<file path="src/sv/csv_pkg.sv">
// shared types, constants and register codes for the csv field splitter
// no dependencies; csv_cfg, csv_ctrl, csv_dp and the top level import this package
package csv_pkg;

    localparam int FIELD_CAP     = 1024;
    localparam int MAX_DELIM_LEN = 4;
    localparam int MAX_NULL_LEN  = 8;
    localparam int MAX_RESULTS   = 8;

    // replay queue never holds more than one delimiter's worth of bytes
    localparam int QDEPTH = MAX_DELIM_LEN;
    localparam int QW     = (QDEPTH > 1) ? $clog2(QDEPTH) : 1;
    localparam int QCW    = $clog2(QDEPTH + 1);
    localparam int DW     = (MAX_DELIM_LEN > 1) ? $clog2(MAX_DELIM_LEN) : 1;
    localparam int DCW    = $clog2(MAX_DELIM_LEN + 1);
    localparam int RCW    = $clog2(MAX_RESULTS + 1);

    typedef logic [7:0] byte_t;

    typedef enum logic [2:0] {
        REG_DELIM_BYTES  = 3'd0,
        REG_DELIM_LENGTH = 3'd1,
        REG_QUOTE_CHAR   = 3'd2,
        REG_ESCAPE_CHAR  = 3'd3,
        REG_NULL_MARKER  = 3'd4,
        REG_NULL_LENGTH  = 3'd5,
        REG_FIELD_LIMIT  = 3'd6,
        REG_IGNORE_EXTRA = 3'd7
    } cfg_reg_t;

    localparam logic [1:0] STATUS_OK      = 2'd0;
    localparam logic [1:0] STATUS_EXTRA   = 2'd1;
    localparam logic [1:0] STATUS_UNTERM  = 2'd2;

    // clamped configuration as seen by the datapath
    typedef struct packed {
        logic [31:0] delimiter_bytes;
        logic [2:0]  delim_len;
        byte_t       quote_char;
        byte_t       escape_char;
        logic [63:0] null_marker;
        logic [3:0]  null_length;
        logic [10:0] field_limit;
        logic        ignore_extra;
    } cfg_t;

    typedef struct packed {
        byte_t       out_byte;
        logic        byte_valid;
        logic        field_end;
        logic        field_is_null;
        logic [9:0]  field_index;
        logic        line_end;
        logic [10:0] field_count;
        logic [1:0]  status;
        logic        last;
    } result_t;

    typedef enum logic [2:0] {
        OP_NONE = 3'd0,
        OP_LOAD = 3'd1,
        OP_STEP = 3'd2,
        OP_ESC  = 3'd3,
        OP_LINE = 3'd4,
        OP_DONE = 3'd5
    } op_t;

    typedef struct packed {
        op_t op;
    } dp_cmd_t;

    typedef struct packed {
        logic q_empty;
        logic discarding;
        logic flush;
        logic stall;
    } dp_stat_t;

endpackage

</file>
<file path="src/sv/csv_ctrl.sv">
// sequencer: accepts a word, walks the replay queue, closes the line
// depends on csv_pkg
module csv_ctrl (
    input  logic              clk,
    input  logic              rst_n,
    input  logic              in_valid,
    input  logic              in_eol,
    output logic              in_ready,
    input  csv_pkg::dp_stat_t stat,
    output csv_pkg::dp_cmd_t  cmd
);
    import csv_pkg::*;

    typedef enum logic [4:0] {
        S_IDLE = 5'b00001,
        S_RUN  = 5'b00010,
        S_ESC  = 5'b00100,
        S_LINE = 5'b01000,
        S_DONE = 5'b10000
    } state_t;

    state_t state_reg, state_next;

    always_ff @(posedge clk or negedge rst_n)
    begin
        if (!rst_n)
            state_reg <= S_IDLE;
        else
            state_reg <= state_next;
    end

    always_comb
    begin
        state_next = state_reg;
        cmd.op     = OP_NONE;
        in_ready   = (state_reg == S_IDLE);
        unique case (state_reg)
            S_IDLE:
            begin
                if (in_valid)
                begin
                    cmd.op = OP_LOAD;
                    if (stat.discarding)
                        state_next = in_eol ? S_LINE : S_DONE;
                    else
                        state_next = S_RUN;
                end
            end
            S_RUN:
            begin
                if (stat.q_empty || stat.discarding)
                    state_next = stat.flush ? S_ESC : S_DONE;
                else
                    cmd.op = OP_STEP;
            end
            S_ESC:
            begin
                cmd.op = OP_ESC;
                if (!stat.stall)
                    state_next = S_LINE;
            end
            S_LINE:
            begin
                cmd.op = OP_LINE;
                if (!stat.stall)
                    state_next = S_DONE;
            end
            S_DONE:
            begin
                cmd.op = OP_DONE;
                if (!stat.stall)
                    state_next = S_IDLE;
            end
            default: state_next = S_IDLE;
        endcase
    end

endmodule

</file>
<file path="config.mk">
export PLATFORM = sky130hd
export DESIGN_NAME = csv_ctrl
export DESIGN_NICKNAME = d
export VERILOG_FILES = /design/src/sv/csv_pkg.sv /design/src/sv/csv_ctrl.sv
export SDC_FILE = /design/constraint.sdc
export NUM_CORES = 1
export LEC_CHECK = 0
export BUFFER_PORTS_ARGS = -buffer_cell sky130_fd_sc_hd__buf_2
export CAP_MARGIN = 5
export CORE_AREA = 3 3 40 42
export DETAILED_ROUTE_END_ITERATION = 12
export DIE_AREA = 0 0 43 45
export PLACE_DENSITY = 0.65
export SLEW_MARGIN = 40
export SYNTH_ARGS = -nofsm -noshare
export SYNTH_HDL_FRONTEND = slang
export SYNTH_SLANG_ARGS = --single-unit
</file>
<file path="constraint.sdc">
create_clock -name clk -period 2.66 [get_ports clk]
set_clock_uncertainty 0.2 [all_clocks]
set_input_delay 0.266 -clock clk [delete_from_list [all_inputs] [get_ports clk]]
set_output_delay 0.266 -clock clk [all_outputs]
set_load 0.05 [all_outputs]
</file>
Word-level counts from Yosys, hierarchy flattened
Index checks and enable logic that the tools add are counted.

cells by class
  reductions and logical operators = 2
  eq/ne operators = 10
  mux-type cells = 12

operator list
  cell                  count
  $mux W5               8
  $pmux W5 S5           1
  $pmux W3 S5           1
  $ne A2 B2 Y1 const B  5
  $eq A5 B1 Y1 const B  1
  $eq A5 B2 Y1 const B  1
  $eq A5 B3 Y1 const B  1
  $eq A5 B4 Y1 const B  1
  $eq A5 B5 Y1 const B  1
  $reduce_and A5 Y1     1
  $mux W2               1
  $logic_or A1 B1 Y1    1
  $mux W1               1

word-level totals
  output and inout port bits = 4
  logic and storage cells = 25
  input port bits = 8
  register bits = 5

Logic depth before layout (Yosys ltp)
  depth in word-level cells = 4
  mapped depth = 5
  gate-level depth less buffers = 5

Least setup slack after synthesis
OpenSTA, ideal clock, no wires.

  kind = flip-flop to output port
  start = register state_reg[4]
  end = output cmd[2] in the netlist's numbering
  cell stages (with the launch flop) = 4
  arrival = 2137 ps
  buffers on the path = 1
  setup slack = 57 ps
  data required time = 2194 ps
  cell sequence = dfrtp_1 > buf_4 > xnor2_1 > nor4_1

RTL lines
  element                 line            source
  start, declared         csv_ctrl.sv:22  state_t state_reg, state_next;
  start signal, assigned  csv_ctrl.sv:29  state_reg <= state_next;
  end, declared           csv_ctrl.sv:10  output csv_pkg::dp_cmd_t cmd

==> impl_metrics.toml <==
[timing]
worstMarginPinSlew_ps = 432.4
setup_violations = 0
hold_slack_ps = 33.12
fmax_mhz = 482.4
setup_tns_ps = 0
max_slew_margin_pct = 71.18
fin_crit_sh_pct = 77.94
slew_viol_final = 0
rsz0062_at_grt = "false"
min_period_ps = 2073
hold_violations = 0

[min_path]
min_to = "state_reg[1]"
hold_path_depth = 2
hp-class = "input port to flip-flop"
holdCritStartpoint = "stat[2]"

[drt]
via_per_inst = 5.222
wl_per_cell_um = 12.42
drt_iter0_drc = 5
vias = 423
drtAntennaViolNets = 0
dr.pass1.iters = 4
wl_um = 1006
drc_errors = 0

[cells_and_area]
syn2layout_area_growth_pct = 18.39
antenna_cells_inserted = 0
final_common_cell = "buf_2"
stdcell_area_um2 = 515.5
most-common-layout-cells = "buf_2 (11), nor2_1 (7), nand3_1 (4), a21oi_1 (4), dfrtp_1 (4)"
num-nets-final = 75
instances_no_fill = 81
drive_gt1_share_pct = 28.79
largest_reg_flops = 5

[placement]
place_congestion = 0.7707
dpl.cell_count = 76
hpwlAfterDp_um = 749.1
placed_area_um2 = 479.2
io_buffers = 11

[critical_path]
r2r-start = "state_reg[4]"
worstSetupPathType = "flip-flop to output pin"
crit_top_cell = "a21oi_1"
cp_top_family = "flip-flops"
arrival_ps = 1610
r2r_cells = 4
rrSetupSlack_ps = 800
critPathRequiredTime_ps = 2190
slowest_stage = "dfrtp_1"
path_cells = "nand3b_1, a21oi_1, a21oi_1, nor3_1, buf_2"
slowest_delay_ps = 530
critPathLaunchType = "flip-flop"
path_max_fanout = 13
end_kind = "output pin"
path_buf_inv = 1
timing.rr.end = "state_reg[4]"

[floorplan]
fp.dieH_um = 45
die_x_um = 43
io_pins = 12
start_util_pct = 33.89
die-area_um2 = 1935
rows = 13
fp.coreArea_um2 = 1285

[grt]
grt_use_total_pct = 12.38
grt_overflow = 0
grt_max_degree = 14
antenna_found_initial = 0
grt_pass1_wl_um = 1704
grt_pass1_vias = 378

[logic_synthesis]
ys_seq_area_share_pct = 29.02
ys_ff_latch = 5
synth_top_family_by_area = "simple AND/OR/NAND/NOR gates"
yosysTopAreaCell = "dfrtp_1"
synth_top_area_share_pct = 22.99
netlist_area_um2 = 435.4
synthAdderAreaFrac_pct = 0
syn-num-nets = 61
syn-instance-count = 53
synth-xor-area-share_pct = 6.034
yosysWarnings = 0
synth_compound_area_share_pct = 22.13
synthMuxAreaShare_pct = 5.747
synth.area.top_cells = "dfrtp_1 (23%), dfstp_2 (6.0%), nor2_1 (6.0%)"
syn_avg_cell_area_um2 = 8.215
ys_types = 27
synth-simple-area-share_pct = 27.59

[clocking]
cts_tree = "done"
htree_num_levels = 1
cts_setup_buffers = 0
clockBufferDepth = 2
numCtsBuffers = 3
clkSlewWorstSetupHoldPaths_ps = 40
clk_latency_ps = 250
ctsResizeCount = 0
root_buffer = "clkbuf_4"
numClockSinks = 5
ctsHoldBuffers = 1

[flow_run]
drv_cap = 0

[power_and_ir_drop]
power.density_nw_per_um2 = 1299
ir_drop_mv = 0.3651
p_total_uw = 669.7
p_leak_uw = 0.0002387

[outcome]
status = "completed"
## stage by stage
step / setup slack (ps) / utilization (%)
finish: 586.9 / 40.12
global route: 486.4 / 40.12
CTS: 588.0 / 40.12
detailed placement: 823.2 / 37.29
global placement: 868.1 / 37.29
floorplan: 57.42 / -
## report_power, final
group	switching, µW	internal (µW)	total (µW)
combinational	248	150	398
sequential	73.5	109	182
clock	32.7	56.8	89.5
## area by class of cell
type                            count  area, µm²
Fill cell                         138      769.5
Multi-Input combinational cell     42      267.8
Sequential cell                     5      126.4
Timing Repair Buffer               12      65.06
Clock buffer                        4      26.28
Tap cell                           15      18.77
Inverter                            3      11.26
## how the worst max path moves through the flow
stage | startpoint | to | cells past startpoint
after floorplan | state_reg[4] | cmd[2] | 3
after global placement | state_reg[4] | state_reg[4] | 4
after detailed placement | state_reg[4] | state_reg[4] | 4
after CTS | state_reg[4] | cmd[0] | 5
after global routing | state_reg[4] | cmd[0] | 5
final | state_reg[4] | cmd[0] | 5
## layer usage
layer	part of all wire, %	GRT usage (%)	up-vias	wire length [µm]
met5	0	0	-	0
met4	2.3	7.229	0	23
met3	8.3	6.375	4	83
met2	39	16.77	16	394
met1	50	15.65	187	505
li1	-	-	216	-
## cells by family after synthesis
group | Yosys count
and+or+nand+nor | 23
AOI/OAI and AO/OA | 14
buffers and inverters | 6
DFF | 5
xor gates and xnor gates | 3
muxes | 2
## Yosys cell counts (all sizes together)
| cell | count |
|---|---|
| nand2b | 1 |
| dfstp | 1 |
| nor4 | 1 |
| nor2 | 7 |
| buf | 3 |
| o21ai | 4 |
| o21a | 1 |
| a21oi | 4 |
| nand4 | 1 |
| inv | 3 |
| nand3b | 1 |
| nand2 | 3 |
| xor2 | 2 |
| nand3 | 4 |
| o221ai | 1 |
| mux2i | 1 |
| mux2 | 1 |
| xnor2 | 1 |
| or3 | 1 |
| dfrtp | 4 |
| nor3 | 2 |
| and2b | 2 |
| o22ai | 3 |
| o2111ai | 1 |
Power figures use the tool's default switching activity.
