===== src/sv/csv_pkg.sv =====
// shared types, constants and register codes for the csv field splitter
// no dependencies; csv_cfg, csv_ctrl, csv_dp and the top level import this package
package csv_pkg;

    localparam int FIELD_CAP     = 1024;
    localparam int MAX_DELIM_LEN = 4;
    localparam int MAX_NULL_LEN  = 8;
    localparam int MAX_RESULTS   = 8;

    // replay queue never holds more than one delimiter's worth of bytes
    localparam int QDEPTH = MAX_DELIM_LEN;
    localparam int QW     = (QDEPTH > 1) ? $clog2(QDEPTH) : 1;
    localparam int QCW    = $clog2(QDEPTH + 1);
    localparam int DW     = (MAX_DELIM_LEN > 1) ? $clog2(MAX_DELIM_LEN) : 1;
    localparam int DCW    = $clog2(MAX_DELIM_LEN + 1);
    localparam int RCW    = $clog2(MAX_RESULTS + 1);

    typedef logic [7:0] byte_t;

    typedef enum logic [2:0] {
        REG_DELIM_BYTES  = 3'd0,
        REG_DELIM_LENGTH = 3'd1,
        REG_QUOTE_CHAR   = 3'd2,
        REG_ESCAPE_CHAR  = 3'd3,
        REG_NULL_MARKER  = 3'd4,
        REG_NULL_LENGTH  = 3'd5,
        REG_FIELD_LIMIT  = 3'd6,
        REG_IGNORE_EXTRA = 3'd7
    } cfg_reg_t;

    localparam logic [1:0] STATUS_OK      = 2'd0;
    localparam logic [1:0] STATUS_EXTRA   = 2'd1;
    localparam logic [1:0] STATUS_UNTERM  = 2'd2;

    // clamped configuration as seen by the datapath
    typedef struct packed {
        logic [31:0] delimiter_bytes;
        logic [2:0]  delim_len;
        byte_t       quote_char;
        byte_t       escape_char;
        logic [63:0] null_marker;
        logic [3:0]  null_length;
        logic [10:0] field_limit;
        logic        ignore_extra;
    } cfg_t;

    typedef struct packed {
        byte_t       out_byte;
        logic        byte_valid;
        logic        field_end;
        logic        field_is_null;
        logic [9:0]  field_index;
        logic        line_end;
        logic [10:0] field_count;
        logic [1:0]  status;
        logic        last;
    } result_t;

    typedef enum logic [2:0] {
        OP_NONE = 3'd0,
        OP_LOAD = 3'd1,
        OP_STEP = 3'd2,
        OP_ESC  = 3'd3,
        OP_LINE = 3'd4,
        OP_DONE = 3'd5
    } op_t;

    typedef struct packed {
        op_t op;
    } dp_cmd_t;

    typedef struct packed {
        logic q_empty;
        logic discarding;
        logic flush;
        logic stall;
    } dp_stat_t;

endpackage


===== src/sv/csv_cfg.sv =====
// configuration registers with range clamping
// depends on csv_pkg
module csv_cfg (
    input  logic              clk,
    input  logic              rst_n,
    input  logic              we,
    input  logic [2:0]        index,
    input  logic [63:0]       data,
    output csv_pkg::cfg_t     cfg
);
    import csv_pkg::*;

    logic [31:0] delim_bytes_reg;
    logic [2:0]  delim_len_reg;
    byte_t       quote_reg;
    byte_t       escape_reg;
    logic [63:0] null_marker_reg;
    logic [3:0]  null_len_reg;
    logic [10:0] limit_reg;
    logic        ignore_reg;

    always_ff @(posedge clk or negedge rst_n)
    begin
        if (!rst_n)
        begin
            delim_bytes_reg <= 32'd44;
            delim_len_reg   <= 3'd1;
            quote_reg       <= 8'd34;
            escape_reg      <= 8'd34;
            null_marker_reg <= 64'd0;
            null_len_reg    <= 4'd0;
            limit_reg       <= 11'(FIELD_CAP);
            ignore_reg      <= 1'b0;
        end
        else if (we)
        begin
            unique case (cfg_reg_t'(index))
                REG_DELIM_BYTES:  delim_bytes_reg <= data[31:0];
                REG_DELIM_LENGTH: delim_len_reg   <= data[2:0];
                REG_QUOTE_CHAR:   quote_reg       <= data[7:0];
                REG_ESCAPE_CHAR:  escape_reg      <= data[7:0];
                REG_NULL_MARKER:  null_marker_reg <= data;
                REG_NULL_LENGTH:  null_len_reg    <= data[3:0];
                REG_FIELD_LIMIT:  limit_reg       <= data[10:0];
                REG_IGNORE_EXTRA: ignore_reg      <= data[0];
                default: ;
            endcase
        end
    end

    always_comb
    begin
        cfg.delimiter_bytes = delim_bytes_reg;
        cfg.quote_char      = quote_reg;
        cfg.escape_char     = escape_reg;
        cfg.null_marker     = null_marker_reg;
        cfg.null_length     = null_len_reg;
        cfg.ignore_extra    = ignore_reg;
        if (delim_len_reg == 3'd0)
            cfg.delim_len = 3'd1;
        else if (delim_len_reg > 3'(MAX_DELIM_LEN))
            cfg.delim_len = 3'(MAX_DELIM_LEN);
        else
            cfg.delim_len = delim_len_reg;
        if (limit_reg == 11'd0)
            cfg.field_limit = 11'd1;
        else if (limit_reg > 11'(FIELD_CAP))
            cfg.field_limit = 11'(FIELD_CAP);
        else
            cfg.field_limit = limit_reg;
    end

endmodule


===== config.mk =====
export PLATFORM = sky130hd
export DESIGN_NAME = csv_cfg
export DESIGN_NICKNAME = d
export VERILOG_FILES = /design/src/sv/csv_pkg.sv /design/src/sv/csv_cfg.sv
export SDC_FILE = /design/constraint.sdc
export NUM_CORES = 1
export LEC_CHECK = 0
export ABC_AREA = 1
export ABC_CLOCK_PERIOD_IN_PS = 3500
export BUFFER_PORTS_ARGS = -buffer_cell sky130_fd_sc_hd__buf_2
export CAP_MARGIN = 20
export CORE_MARGIN = 1.5
export CORE_UTILIZATION = 48
export CTS_BUF_LIST = sky130_fd_sc_hd__clkbuf_4 sky130_fd_sc_hd__clkbuf_8 sky130_fd_sc_hd__clkbuf_16
export DETAILED_ROUTE_END_ITERATION = 7
export MAX_ROUTING_LAYER = met4
export PLACE_DENSITY_LB_ADDON = 0.05
export SYNTH_ARGS = -nofsm -noshare
export SYNTH_HDL_FRONTEND = slang
export SYNTH_SLANG_ARGS = --single-unit

===== constraint.sdc =====
create_clock -name clk -period 3.5 [get_ports clk]
set_input_delay 1.05 -clock clk [delete_from_list [all_inputs] [get_ports clk]]
set_output_delay 1.05 -clock clk [all_outputs]
set_load 0.02 [all_outputs]

Word level (Yosys, flattened, before mapping)
Index checks and enable logic that the tools add are counted.

cells by class
  muxes and demuxes = 4
  equality and inequality tests = 7
  reductions and logical operators = 11
  $lt $le $gt $ge = 2

operator list
  cell                    number
  $mux W11                2
  $reduce_and A2 Y1       8
  $eq A3 B3 Y1 const B    4
  $gt A11 B11 Y1 const B  1
  $logic_not A11 Y1       1
  $eq A3 B2 Y1 const B    2
  $logic_not A3 Y1        2
  $mux W3                 2
  $eq A3 B1 Y1 const B    1
  $gt A3 B3 Y1 const B    1

word-level totals
  register bits after elaboration = 131

Logic depth before layout (Yosys ltp)
  depth after elaboration = 3
  depth in mapped cells = 7
  mapped depth without buffers = 7

Worst setup path before layout
OpenSTA, ideal clock, no wires.

  path kind = register -> output
  from = reg limit_reg[6]
  to = out cfg[10] in the netlist's numbering
  arrival = 1077 ps
  required time = 2450 ps
  stages on the path, launching flop included = 6
  path slack = 1373 ps
  cell sequence = dfrtp_1 nor2_1 nand3_1 nor2_1 nor2_1 nor2_1

RTL lines
  element                 RTL line       text
  from (decl)             csv_cfg.sv:19  logic [10:0] limit_reg;
  from (signal assigned)  csv_cfg.sv:32  limit_reg <= 11'(FIELD_CAP);
  from (signal assigned)  csv_cfg.sv:44  REG_FIELD_LIMIT: limit_reg <= data[10:0];
  to (decl)               csv_cfg.sv:9   output csv_pkg::cfg_t cfg

==> summary.txt <==
Route
  – 1st-pass router iterations: 5
  – DRT iter0 DRCs: 215
  – Post-DRT Antenna Nets: 0
  – Via count: 4272
  – Final WL: 12400 um
  – Wire per inst: 14.0 um
  – DRC viols: 0
  – Vias/cell: 4.81

Layout
  – Non-Filler Instances: 889
  – Share of layout cells above drive strength 1: 0.335
  – Fin nets: 810
  – Max FFs per register: 64
  – # diodes: 0
  – # fillers: 884
  – Design Area, Final: 6820 um^2
  – Area delta synth->final: 34.6%

Worst setup path
  – Crit Path Max Fanout: 8
  – R2R cell count: 2
  – Crit start category: register
  – R2R setup slack: 2.70 ns
  – Crit path cell chain: inv_1, nor2_1, nor2_1, buf_2
  – R2r endpoint: limit_reg[10]
  – Largest stage delay, worst path: 0.57 ns
  – Worst path bufs/invs: 2
  – Data required time of the worst path: 2.45 ns
  – Worst EP arrival: 1.73 ns
  – Delay-heaviest family, CP: flip-flops
  – R2R Path Start: limit_reg[10]
  – Crit. End Element: output port
  – Most used cell, CP: nor2_1
  – CP max-delay cell: dfstp_2
  – WS Path Type: register to output port

CTS
  – Hold Buf Count CTS: 0
  – Clock Path Buffers: 2
  – CTS tree: yes
  – Root Driver: clkbuf_8
  – Htree depth: 4
  – Postcts setup bufs: 0
  – Insertion delay to the later sink of the worst-skew pair: 0.51 ns
  – Reg clk slew, reported paths: 0.06 ns
  – Clk sinks: 131
  – Post-CTS sizing: 0
  – CTS Buf Count: 17

Timing
  – Final cycle utilization of the critical path: 0.793
  – Setup TNS: 0 ns
  – Final slew viol count: 0
  – Final setup violation count: 0
  – Worst Skew: 0 ns
  – Final Hold Fails: 0
  – Worst-margin pin slew: 0.623 ns
  – Post-layout min period: 2.78 ns
  – Fmax achieved: 360 MHz
  – Slew HR: 0.583
  – RSZ-0062 raised after global routing: false

Logic synthesis
  – Sequential fraction of the synthesis area: 0.649
  – Yosys reg bits: 131
  – Cell taking the most area after synthesis: dfrtp_1
  – Synth area leaders: dfrtp_1 60%, nand2_1 13%, o21ai_0 8.3%
  – Syn Std Cell Area: 5070 um^2
  – Synth Instances: 544
  – Cell variety after synth: 18
  – Mapped Nets: 614
  – Yosys warnings: 0
  – Top cell type's share of synthesized area: 0.602
  – Mean Syn Cell Area: 9.32 um^2

Global routing
  – First-pass GRT wire length: 19700 um
  – Number of global-route vias before repair: 4015
  – Initial antenna violation count: 0
  – Total grt overflow: 0
  – Total GRT Usage: 0.235
  – Largest net degree at the start of global routing: 62

Worst hold path
  – Hold Startpoint: null_marker_reg[54]
  – Hold Crit Class: register to register
  – Hold EP: null_marker_reg[54]
  – Hold path depth: 2

Placed design
  – PortBufs: 200
  – Cell count after placement: 857
  – Dpl hpwl: 8530 um
  – Area post-placement: 6170 um^2
  – GPL Wtd Cong: 0.798

Floorplan
  – Std cell rows: 37
  – Core area: 10300 um^2
  – Chip height: 106 um
  – I/O pins: 201
  – Die span in x: 106 um
  – Full die area: 11200 um^2
  – Starting Density: 0.493

Power and ir drop
  – Pwr per Cell Area: 733 nW/um^2
  – Peak VDD IR: 364 uV
  – Static leakage: 0.00382 uW

Run status
  – Status: finished, final reports clean

Run
  – MaxCap Viol Count: 0
[synth_stat cells]
cell	instances
a21oi_1	1
buf_1	1
buf_2	8
buf_4	1
buf_6	3
clkbuf_1	16
dfrtp_1	122
dfstp_2	9
inv_1	48
inv_2	1
nand2_1	172
nand2_2	2
nand3_1	35
nor2_1	22
nor2_4	2
nor3_1	2
o21ai_0	84
o21ai_1	15
[tightest hold or removal path: stages (launching register included)]
cell and delay (ns):
dfrtp_1 0.34, nand2_1 0.05, nand2_1 0.04
[metrics by stage]
stage	setup slack, ns	util	hold WS (ns)	total power [uW]
finish	0.724	0.664	0.462	5000
global route	0.543	0.664	0.489	5240
detailed placement	1.05	0.600	0.453	3110
CTS	0.697	0.664	0.469	5050
global placement	1.11	0.600	0.449	3080
floorplan	1.37	-	0.453	2650
[report_power, final]
group | leakage [uW] | switching (uW) | internal [uW] | total (uW)
clock | 0.000311 | 650 | 1280 | 1930
combinational | 0.00188 | 737 | 363 | 1100
sequential | 0.00163 | 158 | 1810 | 1970
[kinds of logic after synthesis]
group,share of synthesized area
DFF,0.649
buffers and inverters,0.0649
and+or+nand+nor,0.187
AOI/OAI and AO/OA,0.0988
[cell type report]
| cell class | count | area [um^2] | share of cell area |
|---|---|---|---|
| tap | 136 | 170 | 0.0250 |
| sequential | 131 | 3290 | 0.482 |
| clock buffer | 20 | 449 | 0.0659 |
| clock inverter | 12 | 204 | 0.0299 |
| inverter | 49 | 184 | 0.0270 |
| multi-input combinational | 335 | 1450 | 0.212 |
| timing repair buffer | 206 | 1070 | 0.157 |
[layout by cell type (no fill, tap or decap), drive strengths merged]
master / instances
clkinv: 4
nand3: 35
bufinv: 5
clkbuf: 20
a21oi: 1
nand2: 174
nor2: 24
inv: 49
nor3: 2
dfrtp: 122
dfstp: 9
o21ai: 99
clkinvlp: 3
buf: 206
[routing by layer]
metal,track usage,share of wire,vias to the layer above
met5,-,0,-
met4,0.0637,0.0073,0
met3,0.0841,0.077,7
met2,0.346,0.47,149
met1,0.311,0.44,1999
li1,-,-,2117
[worst max-delay path by stage]
stage	start	to	cells past startpoint	slack, ns
2_1_floorplan	limit_reg[6]	cfg[10]	5	1.37
4_1_cts	limit_reg[10]	cfg[4]	4	0.70
3_3_place_gp	index[2]	limit_reg[5]	7	1.11
6_report	limit_reg[10]	cfg[6]	4	0.72
3_5_place_dp	index[2]	limit_reg[7]	7	1.05
5_1_grt	limit_reg[10]	cfg[4]	4	0.54
No activity file was read; power rests on OpenSTA's default activity.
